[src/hw/rtl/bfpa_pkg.sv]
// Package for the best-fit partition allocator.
// Holds field widths, the mode codes and the tag store write request type.
// No dependencies.
`default_nettype none

package bfpa_pkg;

  // Field widths fixed by the item format.
  localparam int unsigned SizeW    = 16;
  localparam int unsigned JobW     = 8;
  localparam int unsigned PartIdxW = 3;
  localparam int unsigned CfgIdxW  = 3;
  localparam int unsigned MaskW    = 6;

  // Number of size registers that exist, whatever the partition count.
  localparam int unsigned MaxParts = 6;

  // Default number of partitions that are searched and released.
  localparam int unsigned NumPartitionsDefault = 6;

  // Operation carried in the mode field of an input beat.
  typedef enum logic {
    MODE_ALLOC   = 1'b0,
    MODE_RELEASE = 1'b1
  } mode_e;

  // Write request from the sequencer to the tag store.
  typedef struct packed {
    logic                en;
    logic [PartIdxW-1:0] addr;
    logic [JobW-1:0]     data;
  } tag_wr_t;

endpackage : bfpa_pkg

`default_nettype wire

[src/hw/rtl/bfpa_tag_store.sv]
// Owner tag store: a synchronous memory with one read and one write port.
// Per-entry valid bits make unwritten entries read as free (tag zero).
// Depends on bfpa_pkg.
`default_nettype none

module bfpa_tag_store
  import bfpa_pkg::*;
#(
  parameter int unsigned NumPartitions = NumPartitionsDefault
) (
  input  wire logic                clk_i,
  input  wire logic                rst_ni,
  input  wire logic                rd_en_i,
  input  wire logic [PartIdxW-1:0] rd_addr_i,
  output      logic [JobW-1:0]     rd_tag_o,
  input  wire tag_wr_t             wr_i
);

  localparam int unsigned IdxW = (NumPartitions > 1) ? $clog2(NumPartitions) : 1;

  logic [JobW-1:0]          mem_q [NumPartitions];
  logic [NumPartitions-1:0] vld_q;
  logic [JobW-1:0]          rd_data_q;
  logic                     rd_vld_q;
  logic [IdxW-1:0]          rd_idx;
  logic [IdxW-1:0]          wr_idx;

  assign rd_idx = rd_addr_i[IdxW-1:0];
  assign wr_idx = wr_i.addr[IdxW-1:0];

  // Memory array and its registered read data.
  always_ff @(posedge clk_i) begin
    if (wr_i.en) begin
      mem_q[wr_idx] <= wr_i.data;
    end
    if (rd_en_i) begin
      rd_data_q <= mem_q[rd_idx];
    end
  end

  // Valid bits: an entry holds meaningful data once it has been written.
  always_ff @(posedge clk_i or negedge rst_ni) begin
    if (!rst_ni) begin
      vld_q    <= '0;
      rd_vld_q <= 1'b0;
    end else begin
      if (wr_i.en) begin
        vld_q[wr_idx] <= 1'b1;
      end
      if (rd_en_i) begin
        rd_vld_q <= vld_q[rd_idx];
      end
    end
  end

  // An entry never written reads as a free partition.
  assign rd_tag_o = rd_vld_q ? rd_data_q : '0;

endmodule : bfpa_tag_store

`default_nettype wire
[config.mk]
export PLATFORM = sky130hd
export DESIGN_NAME = bfpa_tag_store
export DESIGN_NICKNAME = d
export VERILOG_FILES = /design/src/hw/rtl/bfpa_pkg.sv /design/src/hw/rtl/bfpa_tag_store.sv
export SDC_FILE = /design/constraint.sdc
export NUM_CORES = 1
export LEC_CHECK = 0
export BUFFER_PORTS_ARGS = -buffer_cell sky130_fd_sc_hd__buf_4
export CAP_MARGIN = 20
export CORE_MARGIN = 2
export CORE_UTILIZATION = 55
export CTS_CLUSTER_SIZE = 24
export DETAILED_ROUTE_END_ITERATION = 10
export GPL_TIMING_DRIVEN = 1
export PLACE_DENSITY_LB_ADDON = 0.2
export SYNTH_ARGS = -nofsm -noshare
export SYNTH_HDL_FRONTEND = slang
export SYNTH_SLANG_ARGS = --single-unit
[constraint.sdc]
create_clock -name clk_i -period 2.1 [get_ports clk_i]
set_input_delay 0.105 -clock clk_i [delete_from_list [all_inputs] [get_ports clk_i]]
set_output_delay 0.105 -clock clk_i [all_outputs]
set_load 0.1 [all_outputs]
==> metrics list <==
- Outcome: finished clean
- # nets final: 194
- The endpoint identified for the worst register-to-register timing path is rd_data_q[5].
- Counting flops and latches in the post-synthesis netlist gives 63.
- Req. time, crit path: 2000 ps
- Max-cap check violation count: 0
- In the final layout, the multi-input gates occupy 527 sq um.
- At the end of the flow the core is filled with cells to 0.677.
- The clock passes through at most 2 buffers.
- The initial utilization of the core area, before any placement, comes to 0.564.
- Summed over all cells, the static leakage comes to 1.04 nW.
- Most frequently used flop master after synthesis: sky130_fd_sc_hd__edfxtp_1
- Of the cells placed in the final design, the portion with a size suffix greater than 1 is 0.326.
- Entering global routing, the biggest net connects 19 pins.
- Worst Setup Start Kind: register
* Average vias per placed instance: 5.34
* GRT overflow: 0
* Routability congestion estimate: 0.733
* Final hold vios: 0
* Start-to-end type of the worst setup path: reg -> out
- In this run the clock root is driven by a sky130_fd_sc_hd__clkbuf_8.
- Buffers inserted during clock tree synthesis total 9.
* Clock sink count: 63
- Area of all placed cells without fillers: 2930 sq um
* Net count after synthesis: 148
- Period utilization: 0.632
- The initial antenna violation count was 0.
- Placed Instance Area: 2680 sq um
- Async SR Flop Fraction: 0.111
- Type of element capturing the critical path: output port
- After clock tree synthesis, the clock-pin slew on the worst setup and hold paths is 70 ps.
- Dividing the synthesized area by the synthesized cell count gives 18.7 sq um.
- Post-synthesis cell count: 130
- Slew HR: 0.772
- Clock tree from TritonCTS: yes
- Of the total power, the clock network draws 0.314.
* P_sw: 660 uW
* Routed wire length: 4.17 mm
* Hold wc startpoint: rd_en_i
- Setup repair after global routing missed its margin: no
- Worst Setup Slack post-DPL: 684 ps
- Logic gate share of total power: 0.132
* Slew Viols, Final: 0
- The smallest clock period supported by the final layout is computed as 1330 ps.
- Hold is met by 78.3 ps.
- Slew at the pin closest to its max-slew limit: 342 ps
- Via count: 1245
- Number of I/O pins: 26
- Worst clock skew: 3.57 ps
- In this run the remaining antenna-violating nets after routing total 0.
* Peak supply drop: 0.567 mV
* Overall global routing resource usage: 0.185
- Part of the total power dissipated in sequential elements: 0.554
- For this block, the initial DRC count from the detailed router was 82.
* Die H: 70.6 um
* Skew-Pair Late Insertion Delay: 310 ps
* PD cells: 888 nW/um^2
- Post-layout worst setup margin: 773 ps
* Number of enable flip-flop cells after synthesis: 56
- The first global-routing pass estimated 6.69 mm of wire.
- Final HPWL from detailed placement: 2.53 mm
* Die Outline Area: 4980 sq um
- The min-delay analysis places its worst path in the category in -> reg.
- The number of global-route vias before repair was 1308.
* Slack of the worst reg-to-reg path: 840 ps
* H-Tree Level Count: 3
- For this run, the detailed router's first-pass iteration total came to 4.
* Standard-cell row count: 24
- Count of cells along the worst register-to-register path: 3
- Summing all flip-flop and latch instances after layout gives 1860 sq um.
- Number of buffers added on ports: 25
* Area growth from synthesis to final layout: 20.0%
* Post-synth design cell area: 2440 sq um
- Sum of negative setup slack: 0 ps
* Min-Delay Path Depth: 2
* Hold-critical path endpoint: rd_vld_q
- The layout has 299 filler cells.
- After detailed routing, the number of remaining DRC violations is 0.
* Final-report setup violation count: 0
- Top fanout value on the critical path: 9
* Net switching share of the total power: 0.254
- Internal power comes to 1.94 mW.
- Sequential element share of the synthesized area: 0.762
- The die is 70.6 um wide.
* Yosys warning total: 0
- RR Startpoint: mem_q[1][5]
- Synth unique cells: 18
* Arrival time at the worst endpoint: 1220 ps
- After floorplanning, the core was sized to cover 4320 sq um.
- The repair_antennas step left the layout with diodes totalling 0.
- Static timing analysis puts the maximum clock frequency at 0.754 GHz.
- Per-cell routed wire length: 17.9 um
## cells in the mapped netlist (2+ instances only)
library cell	n	area, sq um
sky130_fd_sc_hd__nand2b_1	4	25.0
sky130_fd_sc_hd__a21oi_1	8	40.0
sky130_fd_sc_hd__mux2i_1	8	80.1
sky130_fd_sc_hd__nor3_1	2	10.0
sky130_fd_sc_hd__mux4_2	9	203
sky130_fd_sc_hd__or2_2	6	37.5
sky130_fd_sc_hd__and2_1	8	50.1
sky130_fd_sc_hd__dfrtp_1	7	175
sky130_fd_sc_hd__edfxtp_1	56	1680
sky130_fd_sc_hd__buf_6	2	22.5
sky130_fd_sc_hd__nor2_1	13	48.8
## power groups by stage
stage	Sequential, mW	Combinational [mW]	Clock (mW)
finish	1.44	0.343	0.816
global route	1.45	0.363	0.901
CTS	1.44	0.345	0.842
detailed placement	1.47	0.331	0
global placement	1.46	0.326	0
floorplan	1.46	0.245	0
## flip-flops by register name (all words and copies together) (netlist names)
register,flops
rd_vld_q,1
vld_q,6
mem_q,48
rd_data_q,8
## timing repair
| item | 4_1_cts | 5_1_grt |
|---|---|---|
| setup buffers | 0 | 0 |
| hold endpoints to repair | 45 | 0 |
| hold buffers | 9 | 0 |
| gates resized for setup | 0 | 0 |
| endpoints found under the setup margin | 0 | 0 |
## area by class of cell
cell class              count  area share
clock buffers               9      0.0423
clock inverters             7      0.0103
multi-input cells          62       0.180
flip-flops and latches     63       0.635
well taps                  52      0.0222
repair buffers             40       0.110
## cells in the final DEF (no fill, tap or decap)
cell	count
sky130_fd_sc_hd__clkinv_1	4
sky130_fd_sc_hd__nor2_1	13
sky130_fd_sc_hd__or2_2	6
sky130_fd_sc_hd__nand3b_1	1
sky130_fd_sc_hd__a31oi_1	1
sky130_fd_sc_hd__and2_1	8
sky130_fd_sc_hd__clkbuf_8	9
sky130_fd_sc_hd__mux2i_1	8
sky130_fd_sc_hd__nand2_1	1
sky130_fd_sc_hd__clkinv_2	3
sky130_fd_sc_hd__buf_4	31
sky130_fd_sc_hd__nand2b_1	4
sky130_fd_sc_hd__mux2_4	1
sky130_fd_sc_hd__mux4_2	9
sky130_fd_sc_hd__a21oi_1	8
sky130_fd_sc_hd__dlygate4sd3_1	9
sky130_fd_sc_hd__nor3_1	2
sky130_fd_sc_hd__dfrtp_1	7
sky130_fd_sc_hd__edfxtp_1	56
## cell families (layout without fill, tap and decap cells)
| logic type | after synthesis | after routing | share of synthesized area |
|---|---|---|---|
| AO/OA/AOI/OAI | 9 | 9 | 0.0190 |
| flip-flops | 63 | 63 | 0.762 |
| buffers and inverters | 5 | 56 | 0.0221 |
| multiplexers | 18 | 18 | 0.122 |
| AND/OR/NAND/NOR | 35 | 35 | 0.0750 |
## per-layer routing
layer / vias to the layer above / GRT usage / routed length [um]
met5: - / 0 / 0
met4: 0 / 0.0629 / 37
met3: 4 / 0.0413 / 250
met2: 47 / 0.284 / 2030
met1: 605 / 0.271 / 1860
li1: 589 / - / -
## critical path: stages, from the launching register on
cell and delay, ps:
sky130_fd_sc_hd__dfrtp_1 450, sky130_fd_sc_hd__and2_1 170, sky130_fd_sc_hd__buf_4 280
## metrics by stage
step | cells | power [mW]
2_1_floorplan | 130 | 1.70
3_3_place_gp | 208 | 1.79
3_5_place_dp | 208 | 1.80
4_1_cts | 233 | 2.63
5_1_grt | 233 | 2.71
6_report | 233 | 2.60
## how the worst max path moves through the flow
| stage | startpoint | slack (ps) | endpoint |
|---|---|---|---|
| after global placement | rd_addr_i[0] | 720 | rd_data_q[1] |
| after CTS | rd_vld_q | 730 | rd_tag_o[5] |
| final | rd_vld_q | 770 | rd_tag_o[4] |
| after detailed placement | rd_addr_i[0] | 680 | rd_data_q[5] |
| after global routing | rd_vld_q | 670 | rd_tag_o[5] |
| after floorplan | wr_i[8] | 820 | mem_q[0][0] |
Power figures use the tool's default switching activity.
